`config.mk`:
```
export PLATFORM = sky130hd
export DESIGN_NAME = note_vibrato_arpeggio_engine_top
export DESIGN_NICKNAME = d
export VERILOG_FILES = /design/src/hdl/nva_pkg.sv /design/src/hdl/nva_note_rom.sv /design/src/hdl/nva_effect_core.sv /design/src/hdl/note_vibrato_arpeggio_engine_top.sv
export SDC_FILE = /design/constraint.sdc
export NUM_CORES = 1
export LEC_CHECK = 0
export BUFFER_PORTS_ARGS = -buffer_cell sky130_fd_sc_hd__buf_2
export CORE_AREA = 10 10 153 155
export DETAILED_ROUTE_END_ITERATION = 8
export DIE_AREA = 0 0 163 165
export GPL_TIMING_DRIVEN = 0
export HOLD_SLACK_MARGIN = 0.05
export PLACE_DENSITY = 0.53
export SLEW_MARGIN = 20
export SYNTH_ARGS = -nofsm -noshare
export SYNTH_HDL_FRONTEND = slang
export SYNTH_SLANG_ARGS = --single-unit
```
`constraint.sdc`:
```
create_clock -name clock -period 6.5 [get_ports clock]
set_input_delay 1.625 -clock clock [delete_from_list [all_inputs] [get_ports clock]]
set_output_delay 1.625 -clock clock [all_outputs]
set_load 0.005 [all_outputs]
```
`src/hdl/nva_pkg.sv`:
```
// ----------------------------------------------------------------------------
// nva_pkg
// Types, codes and the note frequency table shared by the tone effect engine.
// ----------------------------------------------------------------------------
package nva_pkg;

   localparam int NOTE_COUNT_DEFAULT = 72;
   localparam int TABLE_LAST         = 71;

   // item kinds
   localparam logic [1:0] OP_TICK    = 2'd0;
   localparam logic [1:0] OP_ROW     = 2'd1;
   localparam logic [1:0] OP_SILENCE = 2'd2;

   // effect modes
   localparam logic [1:0] MODE_NONE     = 2'd0;
   localparam logic [1:0] MODE_VIB_UP   = 2'd1;
   localparam logic [1:0] MODE_VIB_DOWN = 2'd2;
   localparam logic [1:0] MODE_ARP      = 2'd3;

   // row command kinds (upper nibble of the command)
   localparam logic [3:0] KIND_VIBRATO  = 4'hA;
   localparam logic [3:0] KIND_ARPEGGIO = 4'hB;
   localparam logic [3:0] KIND_END      = 4'hC;

   localparam logic [7:0] TRIGGER_BIT = 8'h80;

   typedef struct packed {
      logic [1:0]  op;
      logic [6:0]  row_note;
      logic [15:0] row_command;
      logic        is_noise;
      logic        channel_owner;
   } nva_req_type;

   typedef struct packed {
      logic       freq_write;
      logic [7:0] freq_low;
      logic [7:0] freq_high;
      logic       noise_trigger;
      logic       end_phrase;
   } nva_rsp_type;

   function automatic logic [15:0] note_freq(input logic [6:0] idx);
      logic [15:0] f;
      case (idx)
         7'd0:  f = 16'h002C;  7'd1:  f = 16'h009D;  7'd2:  f = 16'h0107;
         7'd3:  f = 16'h016B;  7'd4:  f = 16'h01C9;  7'd5:  f = 16'h0223;
         7'd6:  f = 16'h0277;  7'd7:  f = 16'h02C7;  7'd8:  f = 16'h0312;
         7'd9:  f = 16'h0358;  7'd10: f = 16'h039B;  7'd11: f = 16'h03DA;
         7'd12: f = 16'h0416;  7'd13: f = 16'h044E;  7'd14: f = 16'h0483;
         7'd15: f = 16'h04B5;  7'd16: f = 16'h04E5;  7'd17: f = 16'h0511;
         7'd18: f = 16'h053B;  7'd19: f = 16'h0563;  7'd20: f = 16'h0589;
         7'd21: f = 16'h05AC;  7'd22: f = 16'h05CE;  7'd23: f = 16'h05ED;
         7'd24: f = 16'h060B;  7'd25: f = 16'h0627;  7'd26: f = 16'h0642;
         7'd27: f = 16'h065B;  7'd28: f = 16'h0672;  7'd29: f = 16'h0689;
         7'd30: f = 16'h069E;  7'd31: f = 16'h06B2;  7'd32: f = 16'h06C4;
         7'd33: f = 16'h06D6;  7'd34: f = 16'h06E7;  7'd35: f = 16'h06F7;
         7'd36: f = 16'h0706;  7'd37: f = 16'h0714;  7'd38: f = 16'h0721;
         7'd39: f = 16'h072D;  7'd40: f = 16'h0739;  7'd41: f = 16'h0744;
         7'd42: f = 16'h074F;  7'd43: f = 16'h0759;  7'd44: f = 16'h0762;
         7'd45: f = 16'h076B;  7'd46: f = 16'h0773;  7'd47: f = 16'h077B;
         7'd48: f = 16'h0783;  7'd49: f = 16'h078A;  7'd50: f = 16'h0790;
         7'd51: f = 16'h0797;  7'd52: f = 16'h079D;  7'd53: f = 16'h07A2;
         7'd54: f = 16'h07A7;  7'd55: f = 16'h07AC;  7'd56: f = 16'h07B1;
         7'd57: f = 16'h07B6;  7'd58: f = 16'h07BA;  7'd59: f = 16'h07BE;
         7'd60: f = 16'h07C1;  7'd61: f = 16'h07C5;  7'd62: f = 16'h07C8;
         7'd63: f = 16'h07CB;  7'd64: f = 16'h07CE;  7'd65: f = 16'h07D1;
         7'd66: f = 16'h07D4;  7'd67: f = 16'h07D6;  7'd68: f = 16'h07D9;
         7'd69: f = 16'h07DB;  7'd70: f = 16'h07DD;  7'd71: f = 16'h07DF;
         default: f = 16'h07DF;
      endcase
      return f;
   endfunction

endpackage

```
`src/hdl/nva_note_rom.sv`:
```
// ----------------------------------------------------------------------------
// nva_note_rom
// Note table lookup with the index clamped to the last usable note.
// ----------------------------------------------------------------------------
module nva_note_rom #(
   parameter int NOTE_COUNT = nva_pkg::NOTE_COUNT_DEFAULT
) (
   input  logic [7:0]  note_index,
   output logic [15:0] note_freq_out
);
   import nva_pkg::*;

   localparam int TopIdx = (NOTE_COUNT - 1 < TABLE_LAST) ? NOTE_COUNT - 1 : TABLE_LAST;
   localparam logic [7:0] TOP_INDEX = 8'(TopIdx);

   logic [7:0] clamped;

   assign clamped       = (note_index > TOP_INDEX) ? TOP_INDEX : note_index;
   assign note_freq_out = note_freq(clamped[6:0]);

endmodule

```
`src/hdl/nva_effect_core.sv`:
```
// ----------------------------------------------------------------------------
// nva_effect_core
// Channel effect state and the per-item update: note start, vibrato sweep,
// arpeggio stepping, phrase end and silence.
// ----------------------------------------------------------------------------
module nva_effect_core #(
   parameter int NOTE_COUNT = nva_pkg::NOTE_COUNT_DEFAULT
) (
   input  logic                clock,
   input  logic                reset,
   input  logic                advance,
   input  nva_pkg::nva_req_type item,
   output nva_pkg::nva_rsp_type result
);
   import nva_pkg::*;

   logic [1:0]  effect_mode_ff,       effect_mode_in;
   logic [7:0]  vibrato_setting_ff,   vibrato_setting_in;
   logic [7:0]  tick_count_ff,        tick_count_in;
   logic [15:0] current_frequency_ff, current_frequency_in;
   logic [6:0]  base_note_ff,         base_note_in;
   logic [3:0]  arp_second_step_ff,   arp_second_step_in;
   logic [3:0]  arp_third_step_ff,    arp_third_step_in;

   logic [7:0]  tick_dec;
   logic [7:0]  tick_inc;
   logic [7:0]  arp_tick;
   logic [7:0]  arp_index;
   logic [7:0]  lookup_index;
   logic [15:0] lookup_freq;
   logic [15:0] vib_step;
   logic [15:0] vib_freq;
   logic [3:0]  kind;
   logic [7:0]  cmd_low;
   logic        note_start;

   assign tick_dec = tick_count_ff - 8'd1;
   assign tick_inc = tick_count_ff + 8'd1;
   assign arp_tick = (tick_inc == 8'd3) ? 8'd0 : tick_inc;

   always_comb begin
      if (arp_tick == 8'd0) begin
         arp_index = {1'b0, base_note_ff};
      end else if (arp_tick == 8'd1) begin
         arp_index = {1'b0, base_note_ff} + {4'd0, arp_second_step_ff};
      end else begin
         arp_index = {1'b0, base_note_ff} + {4'd0, arp_second_step_ff}
                   + {4'd0, arp_third_step_ff};
      end
   end

   assign lookup_index = (item.op == OP_ROW) ? {1'b0, item.row_note} : arp_index;

   nva_note_rom #(
      .NOTE_COUNT (NOTE_COUNT)
   ) u_rom (
      .note_index    (lookup_index),
      .note_freq_out (lookup_freq)
   );

   assign vib_step   = {12'd0, vibrato_setting_ff[3:0]};
   assign vib_freq   = (effect_mode_ff == MODE_VIB_UP) ? current_frequency_ff + vib_step
                                                       : current_frequency_ff - vib_step;
   assign kind       = item.row_command[15:12];
   assign cmd_low    = item.row_command[7:0];
   assign note_start = (item.row_note != 7'd0) && item.channel_owner;

   always_comb begin
      effect_mode_in       = effect_mode_ff;
      vibrato_setting_in   = vibrato_setting_ff;
      tick_count_in        = tick_count_ff;
      current_frequency_in = current_frequency_ff;
      base_note_in         = base_note_ff;
      arp_second_step_in   = arp_second_step_ff;
      arp_third_step_in    = arp_third_step_ff;
      result               = '0;

      case (item.op)
         OP_TICK: begin
            if (effect_mode_ff == MODE_VIB_UP || effect_mode_ff == MODE_VIB_DOWN) begin
               if (tick_dec == 8'd0) begin
                  // end of half period: reload and turn around
                  tick_count_in  = {4'd0, vibrato_setting_ff[7:4]};
                  effect_mode_in = (effect_mode_ff == MODE_VIB_UP) ? MODE_VIB_DOWN
                                                                   : MODE_VIB_UP;
               end else begin
                  tick_count_in        = tick_dec;
                  current_frequency_in = vib_freq;
                  result.freq_write    = 1'b1;
                  result.freq_low      = vib_freq[7:0];
                  result.freq_high     = vib_freq[15:8];
               end
            end else if (effect_mode_ff == MODE_ARP) begin
               tick_count_in     = arp_tick;
               result.freq_write = 1'b1;
               result.freq_low   = lookup_freq[7:0];
               result.freq_high  = lookup_freq[15:8];
            end
         end
         OP_ROW: begin
            if (note_start) begin
               if (item.is_noise) begin
                  result.noise_trigger = 1'b1;
               end else begin
                  result.freq_write    = 1'b1;
                  result.freq_low      = lookup_freq[7:0];
                  result.freq_high     = TRIGGER_BIT | lookup_freq[15:8];
                  current_frequency_in = lookup_freq;
               end
               effect_mode_in = MODE_NONE;
               base_note_in   = item.row_note;
            end
            if (kind == KIND_VIBRATO && item.channel_owner) begin
               effect_mode_in     = MODE_VIB_UP;
               vibrato_setting_in = cmd_low;
               tick_count_in      = {5'd0, cmd_low[7:5]};
            end else if (kind == KIND_ARPEGGIO && item.channel_owner) begin
               effect_mode_in     = MODE_ARP;
               arp_second_step_in = cmd_low[7:4];
               arp_third_step_in  = cmd_low[3:0];
               tick_count_in      = 8'd0;
            end else if (kind == KIND_END) begin
               result.end_phrase = 1'b1;
            end
         end
         OP_SILENCE: begin
            effect_mode_in = MODE_NONE;
         end
         default: begin
         end
      endcase
   end

   always_ff @(posedge clock) begin
      if (reset) begin
         effect_mode_ff       <= MODE_NONE;
         vibrato_setting_ff   <= '0;
         tick_count_ff        <= '0;
         current_frequency_ff <= '0;
         base_note_ff         <= '0;
         arp_second_step_ff   <= '0;
         arp_third_step_ff    <= '0;
      end else if (advance) begin
         effect_mode_ff       <= effect_mode_in;
         vibrato_setting_ff   <= vibrato_setting_in;
         tick_count_ff        <= tick_count_in;
         current_frequency_ff <= current_frequency_in;
         base_note_ff         <= base_note_in;
         arp_second_step_ff   <= arp_second_step_in;
         arp_third_step_ff    <= arp_third_step_in;
      end
   end

endmodule

```
`src/hdl/note_vibrato_arpeggio_engine_top.sv`:
```
// ----------------------------------------------------------------------------
// note_vibrato_arpeggio_engine_top
// Tone effect engine for one channel: request register, effect core with
// the note table, and a response register.
// ----------------------------------------------------------------------------
// A request is held in the request register, then its result goes to the
//   response register; the effect state updates in that same step.
// Throughput: 1 request per cycle while responses are taken.
// A request is taken while a response waits, as long as the request stage
//   is free or moving.
// Reset: synchronous, clears both stage valids and all effect state.
module note_vibrato_arpeggio_engine_top #(
   parameter int NOTE_COUNT = nva_pkg::NOTE_COUNT_DEFAULT
) (
   input  logic                 clock,
   input  logic                 reset,
   input  logic                 req_valid,
   output logic                 req_ready,
   input  nva_pkg::nva_req_type req_data,
   output logic                 rsp_valid,
   input  logic                 rsp_ready,
   output nva_pkg::nva_rsp_type rsp_data
);
   import nva_pkg::*;

   nva_req_type req_ff;
   logic        req_valid_ff, req_valid_in;
   nva_rsp_type rsp_ff;
   logic        rsp_valid_ff, rsp_valid_in;
   nva_rsp_type core_result;
   logic        advance;
   logic        req_fire;

   assign advance   = req_valid_ff && (!rsp_valid_ff || rsp_ready);
   assign req_ready = !req_valid_ff || advance;
   assign req_fire  = req_valid && req_ready;

   assign req_valid_in = req_fire ? 1'b1 : (advance ? 1'b0 : req_valid_ff);
   assign rsp_valid_in = advance ? 1'b1 : (rsp_ready ? 1'b0 : rsp_valid_ff);

   nva_effect_core #(
      .NOTE_COUNT (NOTE_COUNT)
   ) u_core (
      .clock   (clock),
      .reset   (reset),
      .advance (advance),
      .item    (req_ff),
      .result  (core_result)
   );

   always_ff @(posedge clock) begin
      if (reset) begin
         req_valid_ff <= 1'b0;
         rsp_valid_ff <= 1'b0;
      end else begin
         req_valid_ff <= req_valid_in;
         rsp_valid_ff <= rsp_valid_in;
      end
   end

   always_ff @(posedge clock) begin
      if (req_fire) begin
         req_ff <= req_data;
      end
      if (advance) begin
         rsp_ff <= core_result;
      end
   end

   assign rsp_valid = rsp_valid_ff;
   assign rsp_data  = rsp_ff;

endmodule

```
==> results of run 1 <==
## power groups by stage
stage	Combinational (mW)	Sequential (mW)	Clock, mW
floorplan	0.263	0.651	0
global placement	0.382	0.655	0
detailed placement	0.375	0.654	0
CTS	0.377	0.641	0.535
global route	0.420	0.643	0.560
finish	0.385	0.641	0.522
## layout make-up
type                    instances  area, sq um  share of cell area [%]
repair buffers                 46        230.2                   2.909
inverters                      32        120.1                   1.518
flip-flops and latches         93         2282                   28.83
plain buffers                  46        211.5                   2.672
well taps                     270        337.8                   4.268
multi-input cells             653         4434                   56.02
clock buffers                   9        225.2                   2.845
clock inverters                 7        73.82                  0.9327
## logic make-up (layout without fill, tap and decap cells)
logic type      Yosys count  in the layout
compound gates          271            271
xor+xnor                 27             27
fa+ha+maj                45             45
buf+inv                  79            140
flops                    93             93
mux                      29             29
simple gates            281            281
## worst paths after layout
kind	end	startpoint	slack (ns)	cells after the start
setup / recovery	rsp_data[10]$_DFFE_PP_	u_core.base_note_ff[0]$_SDFFE_PP0P_	0.42	21
hold / removal	u_core.current_frequency_ff[9]$_SDFFE_PP0P_	u_core.current_frequency_ff[9]$_SDFFE_PP0P_	0.47	2
hold reg to reg	u_core.current_frequency_ff[9]$_SDFFE_PP0P_	u_core.current_frequency_ff[9]$_SDFFE_PP0P_	0.47	2
setup reg to reg	rsp_data[10]$_DFFE_PP_	u_core.base_note_ff[0]$_SDFFE_PP0P_	0.42	21
## stage by stage
| stage | setup slack (ns) | hold WS (ns) | util, % | cell area [sq um] |
|---|---|---|---|---|
| finish | 0.4197 | 0.4669 | 39.24 | 7915 |
| global route | 0.01175 | 0.4950 | 39.24 | 7915 |
| CTS | 0.2523 | 0.4723 | 39.21 | 7908 |
| detailed placement | 0.3067 | 0.4627 | 37.72 | 7609 |
| global placement | 0.2370 | 0.4576 | 37.69 | 7601 |
| floorplan | 1.330 | 0.4362 | - | 7033 |
## state kept, by name, summed over array words and instances, names as in the netlist, 2 cells and up
register                     count
u_core.current_frequency_ff     16
rsp_data                        19
u_core.effect_mode_ff            2
u_core.arp_second_step_ff        4
u_core.tick_count_ff             8
req_ff                          23
u_core.base_note_ff              7
u_core.vibrato_setting_ff        8
u_core.arp_third_step_ff         4
## routing by layer
layer  vias to the layer above  track usage [%]
met3                        40            3.286
met1                      3017            21.89
met5                         -                0
met2                       227            24.23
li1                       3188                -
met4                         0            4.139
## cell usage in the layout (no fill, tap or decap), types with 10 or more instances in the layout
master	count
nor2_1	94
nand2_1	71
a21oi_1	68
buf_2	55
dfxtp_1	51
o21ai_0	50
edfxtp_1	42
ha_1	41
inv_1	32
clkbuf_1	26
mux2i_1	26
nor3_1	24
nand3_1	18
a211oi_1	17
xor2_1	14
a21o_1	13
xnor2_1	13
and2_1	11
nor2b_1	10
## worst max-delay path, stage by stage, from the launching register on
cell and delay [ns]:
dfxtp_1 0.34, ha_1 0.24, fa_1 0.46, xor2_1 0.24, ha_1 0.31, nor2b_1 0.15, o21a_1 0.20, or3_1 0.37
a221oi_1 0.32, a211o_1 0.24, o311ai_2 0.28, nor4_1 0.35, o21a_1 0.35, inv_1 0.18, ha_2 0.48, nand2_1 0.12
o21ai_0 0.09, o21ai_0 0.13, mux2_2 0.31, o22ai_1 0.27, nand2_1 0.09, a31o_1 0.26
==> run summary, run 1 <==
diode count = 0
CTS buffer count = 9
GRT Overall Usage = 15.76%
Mean Syn Cell Area = 8.525 sq um
Area Overhead vs Synth = 12.54%
Die Height = 165 microns
Comb power frac = 24.9%
Post-CTS Setup Inserts = 0
Critical Path End Type = flip-flop
Sw Ratio = 33.29%
Switch Pwr = 0.5151 mW
WL final = 21300 microns
HPWL after DPL = 16390 microns
slew margin rel. = 34.97%
setup violators final = 0
clock root buffer = clkbuf_16
Area contributors post-synth = edfxtp_1 18%, dfxtp_1 15%, ha_1 7.5%
ratio of cells with drive above 1 in the final layout = 12.75%
Cells after DPL = 1141
predominant post-synthesis flop cell = dfxtp_1
Die W = 163 microns
Max rail drop VDD = 0.1379 mV
met2 WL = 9353 microns
I/O Buffers = 46
Top Metal Used = met4
Simple-Gate Fraction of Synth Area = 19.44%
mux share of post-synthesis cell area = 4.181%
status = finished, final reports clean
CP required = 6.59 ns
Starting Density = 34.87%
RSZ-0062 raised after global routing = no
Final Power = 1.548 mW
H-tree depth = 3
clk sink count = 93
Via Count = 6472
DRC Markers = 0
Synth async-reset ratio = 0%
area leader, netlist = edfxtp_1
clock share of power = 33.7%
GP Congestion = 0.9680
Setup Skew = 0.009828 ns
final std cells w/o fill = 1156
Die ar. = 26900 sq um
Unique masters post-synth = 88
# fillers = 2088
CTS tree = yes
first-pass GRT wire length = 34180 microns
met3 wire len = 1398 microns
Core Rows = 52
vias per inst = 5.599
io pins = 52
clk_lat worst skew = 0.35 ns
power per cell area = 195.5 nW/um^2
CP Max Fanout = 8
1st-iter DRT viols = 519
core box area = 20170 sq um
wire length on met1 = 10130 microns
Seq/Total Area, Yosys = 32.45%
Worst-Margin Slew = 0.9754 ns
Max Cap Violations = 0
Pins Over Slew Limit = 0
Setup crit start kind = flip-flop
drt pass-1 iters = 5
leakage power = 3.202 nW
post-cts sizing count = 0
Syn. warnings = 0
antenna violations before repair = 0
crit path time final = 6.080 ns
Hold/Removal Path Class = reg2reg
area share of fa/ha/maj cells after synthesis = 8.326%
CP Class = reg2reg
most instantiated cells after synthesis = 94 x nor2_1, 71 x nand2_1, 68 x a21oi_1
post-synthesis register bit count = 93
post-route ant nets = 0
count leader, synth = nor2_1
largest family of logic cells by synthesized area = compound AO/OA/AOI/OAI gates
# nets final = 957
vias in the first global route = 6194
period utilization = 93.54%
final hold vios = 0
clock-pin slew on the worst setup and hold paths = 0.07 ns
FMAX = 0.1645 GHz
Cell Int Power = 1.032 mW
gr ovfl total = 0
Cell Area, Synth = 7033 sq um
pin count of the biggest net entering global routing = 27
Synth Instances = 825
post-synthesis compound-gate area fraction = 27.49%
Max clock buf depth = 2
setup TNS = 0 ns
Critical Path AT = 6.17 ns
WL/cell = 18.43 microns
# hold bufs at CTS = 0
number of synthesized flops with an enable pin = 42
share of the synthesized area in the top cell type = 17.93%
Post-Synth XOR/XNOR Area = 3.362%
Sequential Power Share = 41.4%
post-synth net total = 901
Note: power is estimated with default switching activity, not from simulation.
==> run 2, diff against run 1 <==
--- a/config.mk
+++ b/config.mk
@@ -6,12 +6,12 @@
 export NUM_CORES = 1
 export LEC_CHECK = 0
 export BUFFER_PORTS_ARGS = -buffer_cell sky130_fd_sc_hd__buf_2
-export CORE_AREA = 10 10 153 155
+export CORE_AREA = 10 10 137 139
 export DETAILED_ROUTE_END_ITERATION = 8
-export DIE_AREA = 0 0 163 165
+export DIE_AREA = 0 0 147 149
 export GPL_TIMING_DRIVEN = 0
-export HOLD_SLACK_MARGIN = 0.05
-export PLACE_DENSITY = 0.53
+export HOLD_SLACK_MARGIN = 0.03
+export PLACE_DENSITY = 0.63
 export SLEW_MARGIN = 20
 export SYNTH_ARGS = -nofsm -noshare
 export SYNTH_HDL_FRONTEND = slang
==> run 2 against run 1 <==
  * Hold slack better by 0.017 ns
  * Via count is 2.7% higher
  * Total power is 0.96% lower
  * Final cell count is 4.2% lower
  * Sequential share of layout area is 0.25 points higher
  * Clock power is 2% lower
  * Utilization is 9.3 points higher
  * Clock skew is 0.0032 ns lower
  * First-iteration DRC count is 65% higher
  * Combinational power is 1% lower
  * Sequential power hardly changed
  * Critical path type unchanged
==> run summary, run 2 (synthesis results as in run 1) <==
ratio of cells with drive above 1 in the final layout = 12.74%
Setup crit start kind = flip-flop
Worst-Margin Slew = 0.9941 ns
Switch Pwr = 0.5038 mW
commonest non-fill, non-tap cell in the layout = nor2_1
clock-pin slew on the worst setup and hold paths = 0.07 ns
Cell Int Power = 1.029 mW
WL final = 20420 microns
pin count of the biggest net entering global routing = 27
drt pass-1 iters = 6
Biggest register = req_ff
Cells after DPL = 1091
Hold/Removal Path Class = reg2reg
WL/cell = 18.45 microns
Comb power frac = 24.8%
Largest register FFs = 23
crit-path max cell delay = 0.45 ns
first-pass GRT wire length = 32690 microns
Die Height = 149 microns
I/O Buffers = 46
setup slack, reg-to-reg = 0.39 ns
power per cell area = 195.3 nW/um^2
Critical Path AT = 6.21 ns
Sw Ratio = 32.87%
clk_lat worst skew = 0.35 ns
gr ovfl total = 0
DRC Markers = 0
FMAX = 0.1637 GHz
Worst Path Buf+Inv = 2
CP delay by family, top = compound AO/OA/AOI/OAI gates
GP Congestion = 1.001
vias in the first global route = 6128
leakage power = 3.203 nW
CP Class = reg2reg
Max clock buf depth = 2
final std cells w/o fill = 1107
CTS buffer count = 9
Via Count = 6647
clk sink count = 93
io pins = 52
CTS tree = yes
vias per inst = 6.005
Max Cap Violations = 0
Pins Over Slew Limit = 0
final hold vios = 0
post-route ant nets = 0
# nets final = 958
diode count = 0
Worst Setup EP = rsp_data[10]$_DFFE_PP_
Area Overhead vs Synth = 11.56%
clock share of power = 33.3%
setup violators final = 0
CP startpoint = u_core.base_note_ff[0]$_SDFFE_PP0P_
Die W = 147 microns
status = finished, final reports clean
CP Max Fanout = 8
# hold bufs at CTS = 0
period utilization = 93.97%
HPWL after DPL = 15520 microns
Critical Path End Type = flip-flop
slew margin rel. = 33.72%
CP required = 6.60 ns
Starting Density = 43.49%
reg-to-reg endpoint = rsp_data[10]$_DFFE_PP_
1st-iter DRT viols = 854
Crit-path slowest cell = fa_1
H-tree depth = 3
cell repeated most along the worst path = ha_1
WP depth = 22
clock root buffer = clkbuf_16
setup TNS = 0 ns
core box area = 16170 sq um
crit-path cells = ha_1 -> fa_1 -> xor2_1 -> ha_1 -> nor2b_1 -> o21a_1 -> or3_1 -> a221oi_1 -> a211o_1 -> o311ai_2 -> nor4_1 -> o21a_2 -> inv_1 -> ha_1 -> clkbuf_1 -> nand2_1 -> o21ai_0 -> o21ai_0 -> mux2_2 -> o22ai_1 -> nand2_1 -> a31o_1
most frequent cells in the layout = 94 x nor2_1, 71 x nand2_1, 68 x a21oi_1
Reg2Reg Launch Point = u_core.base_note_ff[0]$_SDFFE_PP0P_
Core Rows = 47
Sequential Power Share = 41.9%
crit path time final = 6.108 ns
Setup Skew = 0.006667 ns
GRT Overall Usage = 18.25%
antenna violations before repair = 0
Reg2Reg Depth = 22
Die ar. = 21900 sq um
Max rail drop VDD = 0.1544 mV
RSZ-0062 raised after global routing = no
-- run 2: area by class of cell --
class	count	area (sq um)
fill	1521	8325
buffer	47	215.2
inverter	32	120.1
timing repair buffer	46	230.2
tap	220	275.3
sequential	93	2282
clock buffer	9	225.2
clock inverter	7	62.56
multi-input combinational	653	4436
-- run 2: per-stage QoR --
stage	hold slack, ns	setup slack [ns]	instance area, sq um	power (mW)	utilization (%)
2_1_floorplan	0.4362	1.330	7033	0.9144	-
3_3_place_gp	0.4584	0.3574	7538	1.023	46.62
3_5_place_dp	0.4693	0.4048	7546	1.021	46.66
4_1_cts	0.4782	0.3685	7834	1.533	48.44
5_1_grt	0.4888	0.03552	7846	1.601	48.52
6_report	0.4835	0.3922	7846	1.533	48.52
-- run 2: worst min path at each step --
stage / cells past startpoint / end / slack, ns / start
after floorplan: 2 / u_core.current_frequency_ff[9]$_SDFFE_PP0P_ / 0.44 / u_core.current_frequency_ff[9]$_SDFFE_PP0P_
after global placement: 2 / u_core.current_frequency_ff[9]$_SDFFE_PP0P_ / 0.46 / u_core.current_frequency_ff[9]$_SDFFE_PP0P_
after detailed placement: 2 / u_core.current_frequency_ff[9]$_SDFFE_PP0P_ / 0.47 / u_core.current_frequency_ff[9]$_SDFFE_PP0P_
after CTS: 2 / u_core.current_frequency_ff[9]$_SDFFE_PP0P_ / 0.48 / u_core.current_frequency_ff[9]$_SDFFE_PP0P_
after global routing: 2 / u_core.current_frequency_ff[9]$_SDFFE_PP0P_ / 0.49 / u_core.current_frequency_ff[9]$_SDFFE_PP0P_
final: 2 / u_core.current_frequency_ff[8]$_SDFFE_PP0P_ / 0.48 / u_core.current_frequency_ff[8]$_SDFFE_PP0P_
-- run 2: power by group through the flow --
stage	combinational, mW	clock [mW]	sequential, mW
after CTS	0.369	0.524	0.641
final	0.380	0.511	0.642
after detailed placement	0.367	0	0.654
after floorplan	0.263	0	0.651
after global routing	0.412	0.547	0.643
after global placement	0.369	0	0.654
-- run 2: per-layer routing --
layer	vias to the layer above	wire length (microns)	global-route usage, %
met1	3106	9258	24.08
met5	-	0	0
met4	0	564	6.194
li1	3199	-	-
met2	298	9190	28.96
met3	44	1408	4.035
-- run 2: tightest hold or removal path, cell delays in order, from the launching register on --
cell	delay (ns)
dfxtp_1	0.32
nand2_1	0.06
a21oi_1	0.05
-- run 2: timing repair --
action,in CTS,in global routing
buffers inserted,0,0
hold endpoints to repair,0,0
endpoints found under the setup margin,0,3
resized for setup,0,3
